**src/hdl/tcw_pkg.sv**
```systemverilog
`default_nettype none
// ----------------------------------------------------------------------------
// tcw_pkg: shared types and constants of the text console writer
// Item kinds, character codes, reset colors and the command and status
// bundles that run between the controller and the datapath.
// ----------------------------------------------------------------------------
package tcw_pkg;

  // Screen geometry defaults.
  localparam int DEF_COLUMNS = 80;
  localparam int DEF_ROWS    = 25;

  // Stream and configuration port widths.
  localparam int IN_TDATA_W  = 24;
  localparam int IN_TUSER_W  = 2;
  localparam int OUT_TDATA_W = 32;
  localparam int CFG_IDX_W   = 1;
  localparam int CFG_DATA_W  = 4;

  // Configuration register indexes.
  localparam logic [CFG_IDX_W-1:0] REG_FG = 1'd0;
  localparam logic [CFG_IDX_W-1:0] REG_BG = 1'd1;

  // Register reset values and the blank cell written by the reset clearing pass.
  localparam logic [3:0]  RESET_FG    = 4'd10;
  localparam logic [3:0]  RESET_BG    = 4'd0;
  localparam logic [7:0]  BLANK_CHAR  = 8'h20;
  localparam logic [15:0] RESET_BLANK = {RESET_BG, RESET_FG, BLANK_CHAR};

  // Control characters.
  localparam logic [7:0] CH_LF  = 8'h0A;
  localparam logic [7:0] CH_CR  = 8'h0D;
  localparam logic [7:0] CH_TAB = 8'h09;
  localparam int         TAB_STEP = 4;

  typedef enum logic [1:0] {
    KIND_PUT    = 2'd0,
    KIND_SETCUR = 2'd1,
    KIND_CLEAR  = 2'd2,
    KIND_READ   = 2'd3
  } kind_t;

  // Controller to datapath.
  typedef struct packed {
    logic capture;      // latch the accepted input word
    logic put;          // put character: write cell, move cursor
    logic setcur;       // load saturated coordinates into the cursor
    logic clear;        // home the cursor for a clear screen
    logic rd;           // issue the cell read
    logic rd_latch;     // capture the read data
    logic sweep_start;  // start a pass over the whole screen
    logic sweep_copy;   // pass moves rows up (scroll) rather than filling
    logic load_out;     // load the output register
  } tcw_cmd_t;

  // Datapath to controller.
  typedef struct packed {
    kind_t kind;
    logic  will_scroll;
    logic  sweep_busy;
    logic  out_free;
  } tcw_sts_t;

endpackage
`default_nettype wire

```
**src/hdl/tcw_ctrl.sv**
```systemverilog
`default_nettype none
// ----------------------------------------------------------------------------
// tcw_ctrl: sequencing state machine of the text console writer
// Accepts one word at a time, steps the datapath through it and hands
// the result to the output register.
// ----------------------------------------------------------------------------
module tcw_ctrl import tcw_pkg::*; (
  input  wire logic     clk,
  input  wire logic     rst_n,
  input  wire logic     in_tvalid,
  output logic          in_tready,
  output tcw_cmd_t      cmd_o,
  input  wire tcw_sts_t sts_i
);

  typedef enum logic [6:0] {
    S_INIT  = 7'b0000001,
    S_IDLE  = 7'b0000010,
    S_EXEC  = 7'b0000100,
    S_RWAIT = 7'b0001000,
    S_SWEEP = 7'b0010000,
    S_DONE  = 7'b0100000,
    S_RADDR = 7'b1000000
  } state_t;

  state_t state_r, state_nxt;

  assign in_tready = (state_r == S_IDLE);

  always_comb begin
    state_nxt = state_r;
    cmd_o     = '0;
    case (state_r)
      S_INIT: begin
        // The datapath runs the reset clearing pass on its own.
        if (!sts_i.sweep_busy) begin
          state_nxt = S_IDLE;
        end
      end
      S_IDLE: begin
        if (in_tvalid) begin
          cmd_o.capture = 1'b1;
          state_nxt     = S_EXEC;
        end
      end
      S_EXEC: begin
        case (sts_i.kind)
          KIND_PUT: begin
            cmd_o.put = 1'b1;
            if (sts_i.will_scroll) begin
              cmd_o.sweep_start = 1'b1;
              cmd_o.sweep_copy  = 1'b1;
              state_nxt         = S_SWEEP;
            end else begin
              state_nxt = S_DONE;
            end
          end
          KIND_SETCUR: begin
            cmd_o.setcur = 1'b1;
            state_nxt    = S_DONE;
          end
          KIND_CLEAR: begin
            cmd_o.clear       = 1'b1;
            cmd_o.sweep_start = 1'b1;
            state_nxt         = S_SWEEP;
          end
          KIND_READ: begin
            state_nxt = S_RADDR;
          end
          default: begin
            state_nxt = S_DONE;
          end
        endcase
      end
      S_RADDR: begin
        cmd_o.rd  = 1'b1;
        state_nxt = S_RWAIT;
      end
      S_RWAIT: begin
        cmd_o.rd_latch = 1'b1;
        state_nxt      = S_DONE;
      end
      S_SWEEP: begin
        if (!sts_i.sweep_busy) begin
          state_nxt = S_DONE;
        end
      end
      S_DONE: begin
        if (sts_i.out_free) begin
          cmd_o.load_out = 1'b1;
          state_nxt      = S_IDLE;
        end
      end
      default: begin
        state_nxt = S_INIT;
      end
    endcase
  end

  always_ff @(posedge clk) begin
    if (!rst_n) begin
      state_r <= S_INIT;
    end else begin
      state_r <= state_nxt;
    end
  end

endmodule
`default_nettype wire

```
**config.mk**
```make
export PLATFORM = sky130hd
export DESIGN_NAME = tcw_ctrl
export DESIGN_NICKNAME = d
export VERILOG_FILES = /design/src/hdl/tcw_pkg.sv /design/src/hdl/tcw_ctrl.sv
export SDC_FILE = /design/constraint.sdc
export NUM_CORES = 1
export LEC_CHECK = 0
export BUFFER_PORTS_ARGS = -buffer_cell sky130_fd_sc_hd__buf_2
export CORE_MARGIN = 4
export CORE_UTILIZATION = 40
export CTS_BUF_LIST = sky130_fd_sc_hd__clkbuf_16
export CTS_CLUSTER_SIZE = 16
export DETAILED_ROUTE_END_ITERATION = 8
export PLACE_DENSITY = 0.75
export SYNTH_ARGS = -nofsm -noshare
export SYNTH_HDL_FRONTEND = slang
export SYNTH_SLANG_ARGS = --single-unit
```
**constraint.sdc**
```tcl
create_clock -name clk -period 3.3 [get_ports clk]
set_input_delay 0.66 -clock clk [delete_from_list [all_inputs] [get_ports clk]]
set_output_delay 0.66 -clock clk [all_outputs]
set_load 0.02 [all_outputs]
```
; ---- After elaboration in Yosys (flattened, before gate mapping)
; Index checks and enable logic that the tools add are counted.
[classes]
reduce_logical = 2
n_eq_ne = 14
muxes = 21
[ops]
columns = operator, n
row1 = 7-bit one-hot mux with 7 select lines, 1
row2 = 7-bit two-way mux, 4
row3 = 7-bit one-hot mux with 4 select lines, 1
row4 = 1-bit two-way mux, 10
row5 = 2-bit != test (second input constant), 4
row6 = 7-bit by 1-bit equality test with 1-bit output (second input constant), 1
row7 = 7-bit by 2-bit equality test with 1-bit output (second input constant), 1
row8 = 7-bit by 3-bit equality test with 1-bit output (second input constant), 1
row9 = 7-bit by 4-bit equality test with 1-bit output (second input constant), 1
row10 = 7-bit by 5-bit equality test with 1-bit output (second input constant), 1
row11 = 7-bit by 6-bit equality test with 1-bit output (second input constant), 1
row12 = 7-bit equality test (second input constant), 1
row13 = 6-bit two-way mux, 1
row14 = 2-bit equality test (second input constant), 2
row15 = 2-bit two-way mux, 2
row16 = 4-bit AND reduction, 1
row17 = 3-bit two-way mux, 1
row18 = 2-bit by 1-bit equality test with 1-bit output (second input constant), 1
row19 = 2-bit logical NOT, 1
row20 = 1-bit one-hot mux with 2 select lines, 1
[totals]
reg_bits = 7
in_bits = 8
output_inout_bits = 10

; ---- Depth between registers and ports, before layout
[depth]
ltp_word = 3
depth_mapped = 6
ltp_nobuf = 4

; ---- Worst setup path after synthesis
; No wires, ideal clock.
[synth_timing]
path_kind = register -> output
from = register state_r[2]
to = output cmd_o[8] in the netlist's numbering
path_stages_with_launch = 6
n_path_buf = 2
slack_ns = 0.740
required_time_ns = 2.640
arrival_time_ns = 1.900
cell_sequence = dfxtp_1 > buf_6 > or4_4 > buf_6 > nor3_1 > and2_1
[synth_lines]
columns = element, line
row1 = start: declaration, tcw_ctrl.sv:26  ; state_t state_r, state_nxt;
row2 = start signal: assignment, tcw_ctrl.sv:104  ; state_r <= state_nxt;
row3 = end: declaration, tcw_ctrl.sv:12  ; output tcw_cmd_t cmd_o,

==> impl_metrics.yaml <==
place:
  gp_congestion: 0.7851
  place.port_buffers: 17
  place_area_um2: 600.6
  dp_cells: 95
  dpl.hpwl_um: 939
critical_path:
  r2r-start: "state_r[5]$_SDFFE_PN0P_"
  r2r_cells: 4
  arrival_ns: 1.96
  path_max_fanout: 10
  rrSetupSlack_ns: 1.63
  start_kind: "flip-flop"
  cp.required_ns: 2.64
  r2r-end: "state_r[4]$_SDFFE_PN0P_"
  crit_chain: "nor4_1 > or3b_1 > nor2_1 > and2_1 > buf_2"
  critPathMaxStageDelay_ns: 0.49
  cp_slowest_cell: "nor4_1"
  endpoint_kind: "output pin"
  critical_path_class: "reg2out"
  crit_path_start: "state_r[5]$_SDFFE_PN0P_"
logic_synthesis:
  yosys_register_bits: 7
  synth_cell_type_count: 35
  synth_edf_count: 0
  ys_warn_count: 0
  async_flop_share_pct: 0
  synth-seq-area-share_pct: 26.23
  synth.avg_cell_area_um2: 7.743
  synth.net_count: 77
  syn-instance-count: 69
  syn_area_um2: 534.3
  ys.flop_type: "dfxtp_1"
layout:
  nNetsFinal: 94
  drive_above_1_share_pct: 27.06
  multiInputGateArea_um2: 335.3
  antenna_cells: 0
  biggestRegsByFlops: "state_r (7)"
  fillers: 97
  synthToLayoutAreaGrowth_pct: 27.17
  stdcell_area_um2: 679.4
  largest_register: "state_r"
  seqCellArea_um2: 140.1
  final_cell_count_no_fill: 99
  largest_reg_flops: 7
clock_network:
  clockBufferDepth: 2
  insertion_delay_ns: 0.23
  cts_made_buffers: 3
  root_buffer: "clkbuf_16"
  cts_tree: "done"
  cts_setup_buffers: 0
  cts_hold_buf: 0
  clkSlewWorstSetupHoldPaths_ns: 0.04
  htreeDepth: 1
  cts-resized-gates: 0
  cts_sinks: 7
timing:
  min_period_over_period_pct: 79.51
  hold_viol: 0
  clock_skew_ns: 0.003100
  drv_slew: 0
  period_minus_slack_ns: 2.624
  slew_headroom_pct: 67.21
  setup_viol: 0
  clock.fmax_ghz: 0.3811
  worst_pin_slew_ns: 0.4874
  setup_tns_ns: 0
  rsz0062_at_grt: "no"
die:
  die_h_um: 44.55
  initial_utilization_pct: 45.04
  pin_count: 18
  rows: 12
  dieArea_um2: 1984
  core_area_um2: 1186
  fp.dieW_um: 44.55
run:
  cap_violations: 0
routing:
  routed_wl_um: 1234
  drc_errors: 0
  drt_iter0_drc: 17
  wire_per_inst_um: 12.46
  first_pass_iters: 4
  vias_per_cell: 5.485
  antenna_left: 0
  vias: 543
worst_hold_path:
  min_path_type: "reg2reg"
  worstHoldEndpoint: "state_r[6]$_SDFFE_PN0P_"
  whs_path_depth: 2
  min-delay-start: "state_r[2]$_SDFFE_PN0P_"
global_route:
  antenna_found_initial: 0
  globalRouteTotalUtil_pct: 14.59
  grt_pass1_vias: 493
  grt_max_degree: 12
  grt_pass1_wl_um: 2076
  overflow: 0
pwr:
  power_density_nw_per_um2: 527.4
  power_leakage_nw: 0.3171
  peakVddDrop_v: 0.0005374
run_status:
  status: "finished clean"
==> critical path: cells and delay by family (launching register included) <==
kind	cells	cell delay, ns
flops	1	0.38
simple gates	4	1.20
buf+inv	1	0.15
==> layout make-up <==
| type | count | area share (%) |
|---|---|---|
| Inverter | 6 | 3.315 |
| Timing Repair Buffer | 17 | 12.52 |
| Sequential cell | 7 | 20.63 |
| Clock inverter | 1 | 0.5525 |
| Tap cell | 14 | 2.578 |
| Multi-Input combinational cell | 51 | 49.36 |
| Clock buffer | 3 | 11.05 |
==> cell families (layout without fill, tap and decap cells) <==
kind of cell,Yosys count,in the layout,synth area share (%)
buf+inv,11,27,11.01
flops,7,7,26.23
compound gates,14,14,20.61
simple gates,34,34,37.24
xor+xnor,3,3,4.919
==> cells in the mapped netlist (all sizes together), types with 2 or more instances <==
cell type	instances	share of area, %
dfxtp	7	26
nand2b	2	2.3
o211ai	3	4.2
o21ai	3	2.8
nor2b	3	3.5
and2	2	2.3
buf	4	6.1
xor2	2	3.3
nor3	5	4.7
or4	2	3.5
or3b	2	3.3
nor2	9	6.3
inv	6	4.2
a31oi	2	3.5
==> metal layers <==
| metal | global-route usage (%) | up-vias | part of all wire (%) |
|---|---|---|---|
| met5 | 0 | - | 0 |
| met4 | 7.229 | 0 | 1.5 |
| met3 | 6.098 | 2 | 6.0 |
| met2 | 20.92 | 14 | 49 |
| met1 | 18.47 | 246 | 44 |
| li1 | - | 281 | - |
==> how the worst max path moves through the flow <==
stage                           to  slack (ns)
after floorplan           cmd_o[8]        0.74
after global placement    cmd_o[1]        0.99
after detailed placement  cmd_o[1]        0.95
after CTS                 cmd_o[1]        0.70
after global routing      cmd_o[1]        0.55
final                     cmd_o[1]        0.68
==> metrics by stage <==
stage               setup slack [ns]  utilization, %  hold WS (ns)  power (mW)
floorplan                     0.7400               -        0.5506      0.1390
global placement              0.9950           50.63        0.6009      0.1537
detailed placement            0.9484           50.63        0.6132      0.1540
CTS                           0.6983           57.28        0.6182      0.3620
global route                  0.5546           57.28        0.6638      0.3759
finish                        0.6762           57.28        0.6226      0.3583
==> where the power goes <==
part	switching, mW	internal [mW]	leakage (nW)	total, mW
logic	0.0301	0.0252	0.218	0.0553
clock network	0.0474	0.158	0.0423	0.205
registers	0.00742	0.0905	0.0569	0.0979
==> cell usage in the layout (no fill, tap or decap), drive strengths merged <==
cell,instances
a211o,1
a21boi,1
a31oi,2
and2,2
and3,1
buf,17
clkbuf,3
dfxtp,7
inv,7
nand2,1
nand2b,2
nand3,1
nand4,1
nor2,9
nor2b,3
nor3,5
nor3b,1
nor4,1
nor4b,1
nor4bb,1
o2111ai,1
o211ai,3
o21a,1
o21ai,3
o32ai,1
o41ai,1
or3,1
or3b,2
or4,2
xnor2,1
xor2,2
Power figures use the tool's default switching activity.
